### src/rtl/cat_pkg.sv
// Shared types, character constants and helper functions for the atom classifier.
package cat_pkg;

  localparam int unsigned CharW = 8;
  localparam int unsigned PosW  = 4;
  localparam int unsigned ClassW = 3;

  localparam logic [PosW-1:0] PosSat    = 4'd11;
  localparam logic [PosW-1:0] HexMinLen = 4'd3;
  localparam logic [PosW-1:0] HexMaxLen = 4'd10;
  localparam logic [PosW-1:0] TrueLen   = 4'd4;
  localparam logic [PosW-1:0] FalseLen  = 4'd5;

  localparam logic [CharW-1:0] ChDot   = 8'h2E;
  localparam logic [CharW-1:0] ChAt    = 8'h40;
  localparam logic [CharW-1:0] ChQuote = 8'h22;
  localparam logic [CharW-1:0] ChApos  = 8'h27;
  localparam logic [CharW-1:0] ChTick  = 8'h60;
  localparam logic [CharW-1:0] ChZero  = 8'h30;
  localparam logic [CharW-1:0] ChNine  = 8'h39;
  localparam logic [CharW-1:0] ChLowX  = 8'h78;

  typedef enum logic [ClassW-1:0] {
    ClsInt     = 3'd0,
    ClsDecimal = 3'd1,
    ClsHex     = 3'd2,
    ClsChar    = 3'd3,
    ClsString  = 3'd4,
    ClsBool    = 3'd5,
    ClsSymbol  = 3'd6,
    ClsNone    = 3'd7
  } atom_class_e;

  function automatic logic is_digit(input logic [CharW-1:0] c);
    return (c >= ChZero) && (c <= ChNine);
  endfunction

  function automatic logic is_graph(input logic [CharW-1:0] c);
    return (c >= 8'h21) && (c <= 8'h7E);
  endfunction

  function automatic logic is_hex(input logic [CharW-1:0] c);
    return is_digit(c) || ((c >= 8'h61) && (c <= 8'h66)) || ((c >= 8'h41) && (c <= 8'h46));
  endfunction

  // Expected letter of "true" at a position below four.
  function automatic logic [CharW-1:0] true_char(input logic [1:0] pos);
    logic [CharW-1:0] ch;
    unique case (pos)
      2'd0: ch = 8'h74;
      2'd1: ch = 8'h72;
      2'd2: ch = 8'h75;
      default: ch = 8'h65;
    endcase
    return ch;
  endfunction

  // Expected letter of "false" at a position below five.
  function automatic logic [CharW-1:0] false_char(input logic [PosW-1:0] pos);
    logic [CharW-1:0] ch;
    unique case (pos)
      4'd1: ch = 8'h61;
      4'd2: ch = 8'h6C;
      4'd3: ch = 8'h73;
      4'd4: ch = 8'h65;
      default: ch = 8'h66;
    endcase
    return ch;
  endfunction

endpackage

### src/rtl/cat_scan.sv
// Per-atom flag registers and the class decision for the atom classifier.
module cat_scan (
  input  logic                     clk_i,
  input  logic                     rst_ni,
  input  logic                     step_i,
  input  logic [cat_pkg::CharW-1:0] char_i,
  input  logic                     last_i,
  output cat_pkg::atom_class_e     class_o
);

  logic [cat_pkg::PosW-1:0] pos_q, pos_d;
  logic all_digit_q, all_digit_d;
  logic dec_ok_q, dec_ok_d;
  logic dot_seen_q, dot_seen_d;
  logic hex_ok_q, hex_ok_d;
  logic at_first_q, at_first_d;
  logic quote_first_q, quote_first_d;
  logic graph_second_q, graph_second_d;
  logic true_ok_q, true_ok_d;
  logic false_ok_q, false_ok_d;
  logic sym_ok_q, sym_ok_d;
  logic digit;

  always_comb begin
    digit = cat_pkg::is_digit(char_i);
    all_digit_d = all_digit_q & digit;

    dec_ok_d   = dec_ok_q;
    dot_seen_d = dot_seen_q;
    if (char_i == cat_pkg::ChDot) begin
      if ((pos_q == '0) || dot_seen_q || last_i) begin
        dec_ok_d = 1'b0;
      end
      dot_seen_d = 1'b1;
    end else if (!digit) begin
      dec_ok_d = 1'b0;
    end

    hex_ok_d = hex_ok_q;
    if (pos_q == 4'd0) begin
      if (char_i != cat_pkg::ChZero) hex_ok_d = 1'b0;
    end else if (pos_q == 4'd1) begin
      if (char_i != cat_pkg::ChLowX) hex_ok_d = 1'b0;
    end else if (!cat_pkg::is_hex(char_i)) begin
      hex_ok_d = 1'b0;
    end

    at_first_d     = at_first_q | ((pos_q == 4'd0) && (char_i == cat_pkg::ChAt));
    quote_first_d  = quote_first_q | ((pos_q == 4'd0) && (char_i == cat_pkg::ChQuote));
    graph_second_d = graph_second_q | ((pos_q == 4'd1) && cat_pkg::is_graph(char_i));

    true_ok_d  = true_ok_q & (pos_q < cat_pkg::TrueLen) &
                 (char_i == cat_pkg::true_char(pos_q[1:0]));
    false_ok_d = false_ok_q & (pos_q < cat_pkg::FalseLen) &
                 (char_i == cat_pkg::false_char(pos_q));

    sym_ok_d = sym_ok_q & (char_i != cat_pkg::ChDot) &
               !((pos_q != '0) && ((char_i == cat_pkg::ChQuote) || (char_i == cat_pkg::ChAt) ||
                                   (char_i == cat_pkg::ChApos) || (char_i == cat_pkg::ChTick)));

    pos_d = (pos_q < cat_pkg::PosSat) ? pos_q + 4'd1 : cat_pkg::PosSat;
  end

  // The class is decided from the flags as they stand after this character.
  always_comb begin
    priority if (all_digit_d) begin
      class_o = cat_pkg::ClsInt;
    end else if (dec_ok_d) begin
      class_o = cat_pkg::ClsDecimal;
    end else if (hex_ok_d && (pos_d >= cat_pkg::HexMinLen) && (pos_d <= cat_pkg::HexMaxLen)) begin
      class_o = cat_pkg::ClsHex;
    end else if (at_first_d && graph_second_d) begin
      class_o = cat_pkg::ClsChar;
    end else if (quote_first_d && (char_i == cat_pkg::ChQuote)) begin
      class_o = cat_pkg::ClsString;
    end else if ((true_ok_d && (pos_d == cat_pkg::TrueLen)) ||
                 (false_ok_d && (pos_d == cat_pkg::FalseLen))) begin
      class_o = cat_pkg::ClsBool;
    end else if (sym_ok_d) begin
      class_o = cat_pkg::ClsSymbol;
    end else begin
      class_o = cat_pkg::ClsNone;
    end
  end

  always_ff @(posedge clk_i or negedge rst_ni) begin
    if (!rst_ni) begin
      pos_q          <= '0;
      all_digit_q    <= 1'b1;
      dec_ok_q       <= 1'b1;
      dot_seen_q     <= 1'b0;
      hex_ok_q       <= 1'b1;
      at_first_q     <= 1'b0;
      quote_first_q  <= 1'b0;
      graph_second_q <= 1'b0;
      true_ok_q      <= 1'b1;
      false_ok_q     <= 1'b1;
      sym_ok_q       <= 1'b1;
    end else if (step_i && last_i) begin
      pos_q          <= '0;
      all_digit_q    <= 1'b1;
      dec_ok_q       <= 1'b1;
      dot_seen_q     <= 1'b0;
      hex_ok_q       <= 1'b1;
      at_first_q     <= 1'b0;
      quote_first_q  <= 1'b0;
      graph_second_q <= 1'b0;
      true_ok_q      <= 1'b1;
      false_ok_q     <= 1'b1;
      sym_ok_q       <= 1'b1;
    end else if (step_i) begin
      pos_q          <= pos_d;
      all_digit_q    <= all_digit_d;
      dec_ok_q       <= dec_ok_d;
      dot_seen_q     <= dot_seen_d;
      hex_ok_q       <= hex_ok_d;
      at_first_q     <= at_first_d;
      quote_first_q  <= quote_first_d;
      graph_second_q <= graph_second_d;
      true_ok_q      <= true_ok_d;
      false_ok_q     <= false_ok_d;
      sym_ok_q       <= sym_ok_d;
    end
  end

  // The position counter never passes its saturation value.
  a_pos_sat: assert property (@(posedge clk_i) disable iff (!rst_ni)
    pos_q <= cat_pkg::PosSat)
    else $error("position counter above saturation");

  // A finished atom leaves the scanner at its first position.
  a_pos_clear: assert property (@(posedge clk_i) disable iff (!rst_ni)
    (step_i && last_i) |=> (pos_q == '0))
    else $error("position not cleared after last character");

  // An all-digit prefix is always still a valid decimal prefix.
  a_digit_dec: assert property (@(posedge clk_i) disable iff (!rst_ni)
    all_digit_q |-> dec_ok_q)
    else $error("digit flag set while decimal flag cleared");

endmodule

### src/rtl/classify_atom_token.sv
// Top level of the atom classifier: input register, flag scanner and result register.
//
// Usage: the characters of one non-empty atom arrive on the input channel, one
// per transaction, with is_last_i high on the final character. Each input
// transaction is captured in an input register. From there the scanner updates
// its flags; a character that is not the last produces nothing, while the last
// one produces exactly one output transaction carrying the atom's class
// (integer, decimal, hex, character, string, boolean, symbol or unclassified,
// tested in that priority) and clears the flags for the next atom.
// A last character moves from the input register into the result register,
// whose valid bit drives out_valid_o, once that register is free; the
// receiver takes the class from there while out_stall_i is low.
// Throughput: one character per cycle unless stalled, with no gaps between atoms;
// the flag update is a single pass of short logic between the two registers.
// When the receiver stalls, the result register holds its transaction; the
// input register may still drain characters that are not last, and only a last
// character waiting behind a held result makes in_stall_o rise.
// Reset clears both valid bits and returns every flag to its start value.
module classify_atom_token (
  input  logic                      clk_i,
  input  logic                      rst_ni,
  input  logic                      in_valid_i,
  output logic                      in_stall_o,
  input  logic [cat_pkg::CharW-1:0] char_code_i,
  input  logic                      is_last_i,
  output logic                      out_valid_o,
  input  logic                      out_stall_i,
  output logic [cat_pkg::ClassW-1:0] atom_class_o
);

  logic                      in_valid_q, in_valid_d;
  logic [cat_pkg::CharW-1:0] in_char_q;
  logic                      in_last_q;
  logic                      out_valid_q, out_valid_d;
  cat_pkg::atom_class_e      out_class_q;
  cat_pkg::atom_class_e      scan_class;
  logic                      out_free;
  logic                      advance;
  logic                      accept;

  // A character that is not last never needs the result register, so it can
  // always move on; a last one waits until the result register frees up.
  assign out_free   = !out_valid_q || !out_stall_i;
  assign advance    = in_valid_q && (!in_last_q || out_free);
  assign in_stall_o = in_valid_q && !advance;
  assign accept     = in_valid_i && !in_stall_o;

  cat_scan u_scan (
    .clk_i   (clk_i),
    .rst_ni  (rst_ni),
    .step_i  (advance),
    .char_i  (in_char_q),
    .last_i  (in_last_q),
    .class_o (scan_class)
  );

  always_comb begin
    in_valid_d = in_valid_q;
    if (accept) begin
      in_valid_d = 1'b1;
    end else if (advance) begin
      in_valid_d = 1'b0;
    end

    out_valid_d = out_valid_q;
    if (advance && in_last_q) begin
      out_valid_d = 1'b1;
    end else if (out_valid_q && !out_stall_i) begin
      out_valid_d = 1'b0;
    end
  end

  always_ff @(posedge clk_i or negedge rst_ni) begin
    if (!rst_ni) begin
      in_valid_q  <= 1'b0;
      out_valid_q <= 1'b0;
    end else begin
      in_valid_q  <= in_valid_d;
      out_valid_q <= out_valid_d;
    end
  end

  always_ff @(posedge clk_i) begin
    if (accept) begin
      in_char_q <= char_code_i;
      in_last_q <= is_last_i;
    end
    if (advance && in_last_q) begin
      out_class_q <= scan_class;
    end
  end

  assign out_valid_o  = out_valid_q;
  assign atom_class_o = out_class_q;

  // A result appears only after a last character left the input register.
  a_out_source: assert property (@(posedge clk_i) disable iff (!rst_ni)
    $rose(out_valid_q) |-> $past(advance && in_last_q))
    else $error("result appeared without a last character");

  // Input stalls only for a last character blocked by a held result.
  a_stall_cause: assert property (@(posedge clk_i) disable iff (!rst_ni)
    in_stall_o |-> (in_last_q && out_valid_q && out_stall_i))
    else $error("input stalled without a blocked result");

  // A held result is never overwritten by a new class.
  a_no_overwrite: assert property (@(posedge clk_i) disable iff (!rst_ni)
    (out_valid_q && out_stall_i) |=> (out_valid_q && $stable(out_class_q)))
    else $error("held result was overwritten");

endmodule
### config.mk
export PLATFORM = sky130hd
export DESIGN_NAME = classify_atom_token
export DESIGN_NICKNAME = d
export VERILOG_FILES = /design/src/rtl/cat_pkg.sv /design/src/rtl/cat_scan.sv /design/src/rtl/classify_atom_token.sv
export SDC_FILE = /design/constraint.sdc
export NUM_CORES = 1
export LEC_CHECK = 0
export ABC_AREA = 1
export BUFFER_PORTS_ARGS = -buffer_cell sky130_fd_sc_hd__buf_2
export CAP_MARGIN = 20
export CORE_UTILIZATION = 51
export CTS_CLUSTER_SIZE = 16
export DETAILED_ROUTE_END_ITERATION = 12
export HOLD_SLACK_MARGIN = 0.08
export PLACE_DENSITY = 0.7
export SYNTH_ARGS = -nofsm -noshare
export SYNTH_HDL_FRONTEND = slang
export SYNTH_SLANG_ARGS = --single-unit
### constraint.sdc
create_clock -name clk_i -period 4 [get_ports clk_i]
set_input_delay 0.6 -clock clk_i [delete_from_list [all_inputs] [get_ports clk_i]]
set_output_delay 0.6 -clock clk_i [all_outputs]
set_load 0.1 [all_outputs]
* Word-level counts from Yosys, hierarchy flattened
Index checks and enable logic that the tools add are counted.
** Word-level totals
- Input port bits :: 13
- Word-level logic and storage cells :: 149
- Register bits after elaboration :: 28
- Output and inout bits :: 5
** Cells by class
- Equality and inequality tests :: 18
- Reductions and logical operators :: 45
- Add/subtract/negate cells :: 1
- Mux-type cells :: 44
- Bitwise logic cells :: 10
- $lt $le $gt $ge :: 13
** Operators by type and width (count)
- $mux 1 :: 35
- $eq 8x6->1 const B :: 3
- $le 8x7->1 const B :: 3
- $pmux 5 s4 :: 1
- $logic_and 1x1->1 :: 19
- $eq 8x7->1 :: 2
- $eq 8x7->1 const B :: 2
- $ge 8x6->1 const B :: 2
- $ge 8x7->1 const B :: 2
- $ne 8x6->1 const B :: 2
- $pmux 5 s3 :: 1
- $eq 4x3->1 const B :: 3
- $mux 4 :: 3
- $logic_or 1x1->1 :: 10
- $eq 4x2->1 const B :: 2
- $le 8x6->1 const B :: 1
- $lt 4x3->1 const B :: 2
- $ne 8x7->1 const B :: 1
- $reduce_bool 2->1 :: 4
- $and 1x1->1 :: 7
- $logic_not 1->1 :: 6
- $mux 3 :: 2
- $add 4x1->4 const B :: 1
- $eq 4x1->1 const B :: 1
- other kinds (13) :: 16

* Logic depth before layout (Yosys ltp)
- Depth in word-level cells :: 13
- Depth in mapped cells :: 14
- Depth with buffers taken out :: 14

* Hierarchy
From an unflattened synthesis, not the netlist that was laid out.
** Unflattened totals
- Cells, all modules :: 242
- Area, all modules :: 1815.5 µm²
** By module, submodules not included
- cat_scan :: area an instance 1348.8 µm², cells an instance 216, times used 1, sequential area each 357.8 µm²
- classify_atom_token :: area an instance 466.7 µm², cells an instance 26, times used 1, sequential area each 410.4 µm²

* Worst setup path after synthesis
Ideal clock, no wire load.
- Kind :: reg2reg
- Start point :: register out_valid_q, in the netlist out_valid_o
- End point :: register in_char_q[0] (netlist bit) (enable)
- Path slack :: 716 ps
- Path buffers :: 0
- Cell stages (with the launch flop) :: 4
- Setup time :: 391 ps
- Required time :: 3609 ps
- Clock period less this slack :: 3284 ps
- Data arrival time :: 2894 ps
- Path through :: dfrtp_1 nand3_1 nor2_1 nor2_1
** On the way
- Longest elaborated chain between the ends :: 8
** Ends and longest elaborated chain
- from (decl) :: RTL line classify_atom_token.sv:34 : logic out_valid_q, out_valid_d;
- from (signal assigned) :: RTL line classify_atom_token.sv:79 : out_valid_q <= out_valid_d;
- $logic_not 1->1 :: RTL line classify_atom_token.sv:43 : assign out_free = !out_valid_q || !out_stall_i;
- $logic_or 1x1->1 :: RTL line classify_atom_token.sv:43
- $logic_or 1x1->1 :: RTL line classify_atom_token.sv:44 : assign advance = in_valid_q && (!in_last_q || out_free);
- $logic_and 1x1->1 :: RTL line classify_atom_token.sv:44
- $logic_not 1->1 :: RTL line classify_atom_token.sv:45 : assign in_stall_o = in_valid_q && !advance;
- $logic_and 1x1->1 :: RTL line classify_atom_token.sv:45
- named net in_stall_o :: RTL line classify_atom_token.sv:23 : output logic in_stall_o,
- $logic_not 1->1 :: RTL line classify_atom_token.sv:46 : assign accept = in_valid_i && !in_stall_o;
- $logic_and 1x1->1 :: RTL line classify_atom_token.sv:46
- named net accept :: RTL line classify_atom_token.sv:39 : logic accept;
- to (signal assigned) :: RTL line classify_atom_token.sv:85 : in_char_q <= char_code_i;
- to (decl) :: RTL line classify_atom_token.sv:32 : logic [cat_pkg::CharW-1:0] in_char_q;
The timed path passes the listed nets, and every way through them passes these cells.
A chain may end at the register's enable or synchronous reset.

* Worst setup path in the final report
- Start point :: register in_last_q
- End point :: output in_stall_o
** On the way
- Longest elaborated chain between the ends :: 5
** Ends and longest elaborated chain
- from (decl) :: RTL line classify_atom_token.sv:33 : logic in_last_q;
- from (signal assigned) :: RTL line classify_atom_token.sv:86 : in_last_q <= is_last_i;
- $logic_not 1->1 :: RTL line classify_atom_token.sv:44
- $logic_or 1x1->1 :: RTL line classify_atom_token.sv:44
- $logic_and 1x1->1 :: RTL line classify_atom_token.sv:44
- $logic_not 1->1 :: RTL line classify_atom_token.sv:45
- $logic_and 1x1->1 :: RTL line classify_atom_token.sv:45
- to (decl) :: RTL line classify_atom_token.sv:23
Every way passes these cells.

==> flow_summary.yaml <==
status:
  status: "finished clean"
setup_path:
  rrSetupSlack_ps: 1910
  arrival_ps: 1500
  r2r_cells: 14
  reg2reg_from: "u_scan.pos_q[0]"
  cp-end-kind: "output pin"
  startpoint_type: "flip-flop"
  setup.worst_path.start: "in_last_q"
  cp_max_fo: 4
  critPathMaxStageDelay_ps: 450
  endpoint: "in_stall_o"
  critPathKind: "flip-flop to output pin"
  slowest_stage: "edfxtp_1"
  critPathRequiredTime_ps: 3400
  crit_chain: "nand3_1 > nor2_1 > buf_2"
  reg2reg_to: "atom_class_o[0]"
layout:
  syn2layout_area_growth_pct: 10.55
  final_util: 0.5926
  fillers: 344
  final_nets: 266
  layout_common_cells: "49 x nand2_1, 30 x inv_1, 21 x nor2_1"
  antennaDiodeCount: 0
  drive_gt1_frac: 0.2245
  regArea_um2: 768.2
  final_common_cell: "nand2_1"
  multiInputGateArea_um2: 895.9
detailed_routing:
  wl_um: 3761
  post_drt_wl_per_cell_um: 12.92
  post_drt_via_cell_ratio: 5.196
  drt_iter0_drc: 115
  ant_nets: 0
  drc: 0
  drt-pass1-iter-count: 4
  vias: 1512
hold_path:
  hp-class: "input pin to asynchronous set/reset pin"
timing:
  finalClockSkew_ps: 9.651
  rsz0062_at_grt: "no"
  drv_slew: 0
  period_minus_slack_ps: 2100
  worst_pin_slew_ps: 836.0
  fmax_ghz: 0.4762
  relSlewSlack: 0.4406
  setup_viol: 0
  hold_viol_final: 0
  final.setup.tns_ps: 0
  fin_crit_sh: 0.5250
logic_synthesis:
  avgSynthCellArea_um2: 8.049
  synth-seq-cells: 28
  ys_warn_count: 0
  synth_cell_type_count: 35
  synthCells: 224
  yosysSeqAreaShare: 0.4261
  syn_area_mm2: 0.001803
  syn_nets: 244
flow_run:
  drv_cap: 0
global_routing:
  grt_pass1_vias: 1407
  overflow: 0
  grt_max_degree: 17
  antenna_found_initial: 0
  grt_use_total: 0.2363
  grt_pass1_wl_um: 6444
placed_design:
  portBuffers: 17
  dp_hpwl_um: 2960
  gp_congestion: 0.8597
clock_tree:
  cts_tree: "done"
  clock_path_buffers: 2
  htree_levels: 1
  path_clk_slew_ps: 170
  clk-insertion-delay-late_ps: 340
  post_cts_resized: 0
  hold_buffers: 0
  cts_sinks: 28
  cts_buffers: 3
  post-cts-setup-buffers: 0
  cts_root_buf: "clkbuf_4"
die:
  ios: 18
  die_area_mm2: 0.003777
  core_mm2: 0.003363
  placementRows: 21
  initial_core_util: 0.5361
  die_y_um: 61.46
  die_w_um: 61.46
pwr:
  vdd_drop_max_uv: 186.5
  p_per_area_mw_per_mm2: 376.5
  p_leak_uw: 0.0009643
  finalPower_uw: 750.5
==> cell families (layout without fill, tap and decap cells) <==
group                      count (synthesis)  in the layout  synth area share
xor gates and xnor gates                   2              2          0.009717
buffers and inverters                     37             58           0.07703
AOI/OAI and AO/OA                         30             30            0.1110
adders and majority gates                  7              7           0.04858
DFF                                       28             28            0.4261
and+or+nand+nor                          120            120            0.3276
==> layout make-up <==
| cell class | count | area share |
|---|---|---|
| Sequential cell | 28 | 0.3854 |
| Inverter | 37 | 0.06968 |
| Timing Repair Buffer | 17 | 0.04269 |
| Tap cell | 46 | 0.02888 |
| Clock buffer | 4 | 0.02385 |
| Multi-Input combinational cell | 159 | 0.4495 |
==> worst max-delay path: cells and delay by family (launching register included) <==
kind / cells / cell delay (ps)
and+or+nand+nor: 2 / 260
DFF: 1 / 450
buffers and inverters: 1 / 440
==> metrics by stage <==
stage	instances	hold slack [ps]	setup slack, ps	instance area (µm²)
after global routing	291	147.8	1633	1993
final	291	130.7	1900	1993
after floorplan	224	304.4	715.9	1803
after global placement	287	475.8	1998	1946
after detailed placement	287	483.0	1937	1946
after CTS	291	148.3	1912	1993
==> cell usage after synthesis, drive strengths merged <==
cell / number / area [µm²]
dfstp: 6 / 157.7
nand2: 54 / 220.2
nand3: 24 / 147.7
a31oi: 2 / 12.51
a32o: 1 / 10.01
edfxtp: 12 / 360.4
o21ai: 12 / 67.56
o22ai: 4 / 25.02
o21bai: 2 / 26.28
clkinv: 1 / 3.750
a21oi: 6 / 33.78
nor2: 27 / 126.4
dfrtp: 10 / 250.2
o22a: 2 / 17.52
or2: 2 / 12.52
nor3: 7 / 40.04
inv: 36 / 135.1
nand4: 6 / 43.79
ha: 7 / 87.58
xor2: 2 / 17.52
a211oi: 1 / 7.510
==> how the worst min path moves through the flow <==
stage	start	to	slack [ps]	cells after the start
6_report	rst_ni	u_scan.graph_second_q	130	1
5_1_grt	rst_ni	u_scan.at_first_q	150	1
4_1_cts	rst_ni	u_scan.at_first_q	150	1
3_5_place_dp	u_scan.quote_first_q	u_scan.quote_first_q	480	1
3_3_place_gp	u_scan.dot_seen_q	u_scan.dot_seen_q	480	2
2_1_floorplan	rst_ni	in_valid_q	300	0
==> per-layer routing <==
metal | vias up | routed length [µm] | GRT usage
met2 | 35 | 1720 | 0.3866
met1 | 691 | 1836 | 0.3338
met5 | - | 0 | 0
met3 | 5 | 161 | 0.02941
li1 | 781 | - | -
met4 | 0 | 42 | 0.06032
==> state kept, by name (all words and copies together) (netlist names) <==
name / flops
u_scan.at_first_q: 1
u_scan.graph_second_q: 1
u_scan.sym_ok_q: 1
in_valid_q: 1
in_last_q: 1
u_scan.false_ok_q: 1
u_scan.true_ok_q: 1
u_scan.quote_first_q: 1
out_valid_o: 1
u_scan.hex_ok_q: 1
atom_class_o: 3
u_scan.pos_q: 4
u_scan.all_digit_q: 1
u_scan.dot_seen_q: 1
u_scan.dec_ok_q: 1
in_char_q: 8
==> report_power, final <==
group / switching (µW) / internal, µW / total, µW
registers: 23.9 / 329 / 353
logic: 156 / 72.6 / 228
clock network: 92.4 / 76.5 / 169
total: 272 / 479 / 750
No activity file was read; power rests on OpenSTA's default activity.
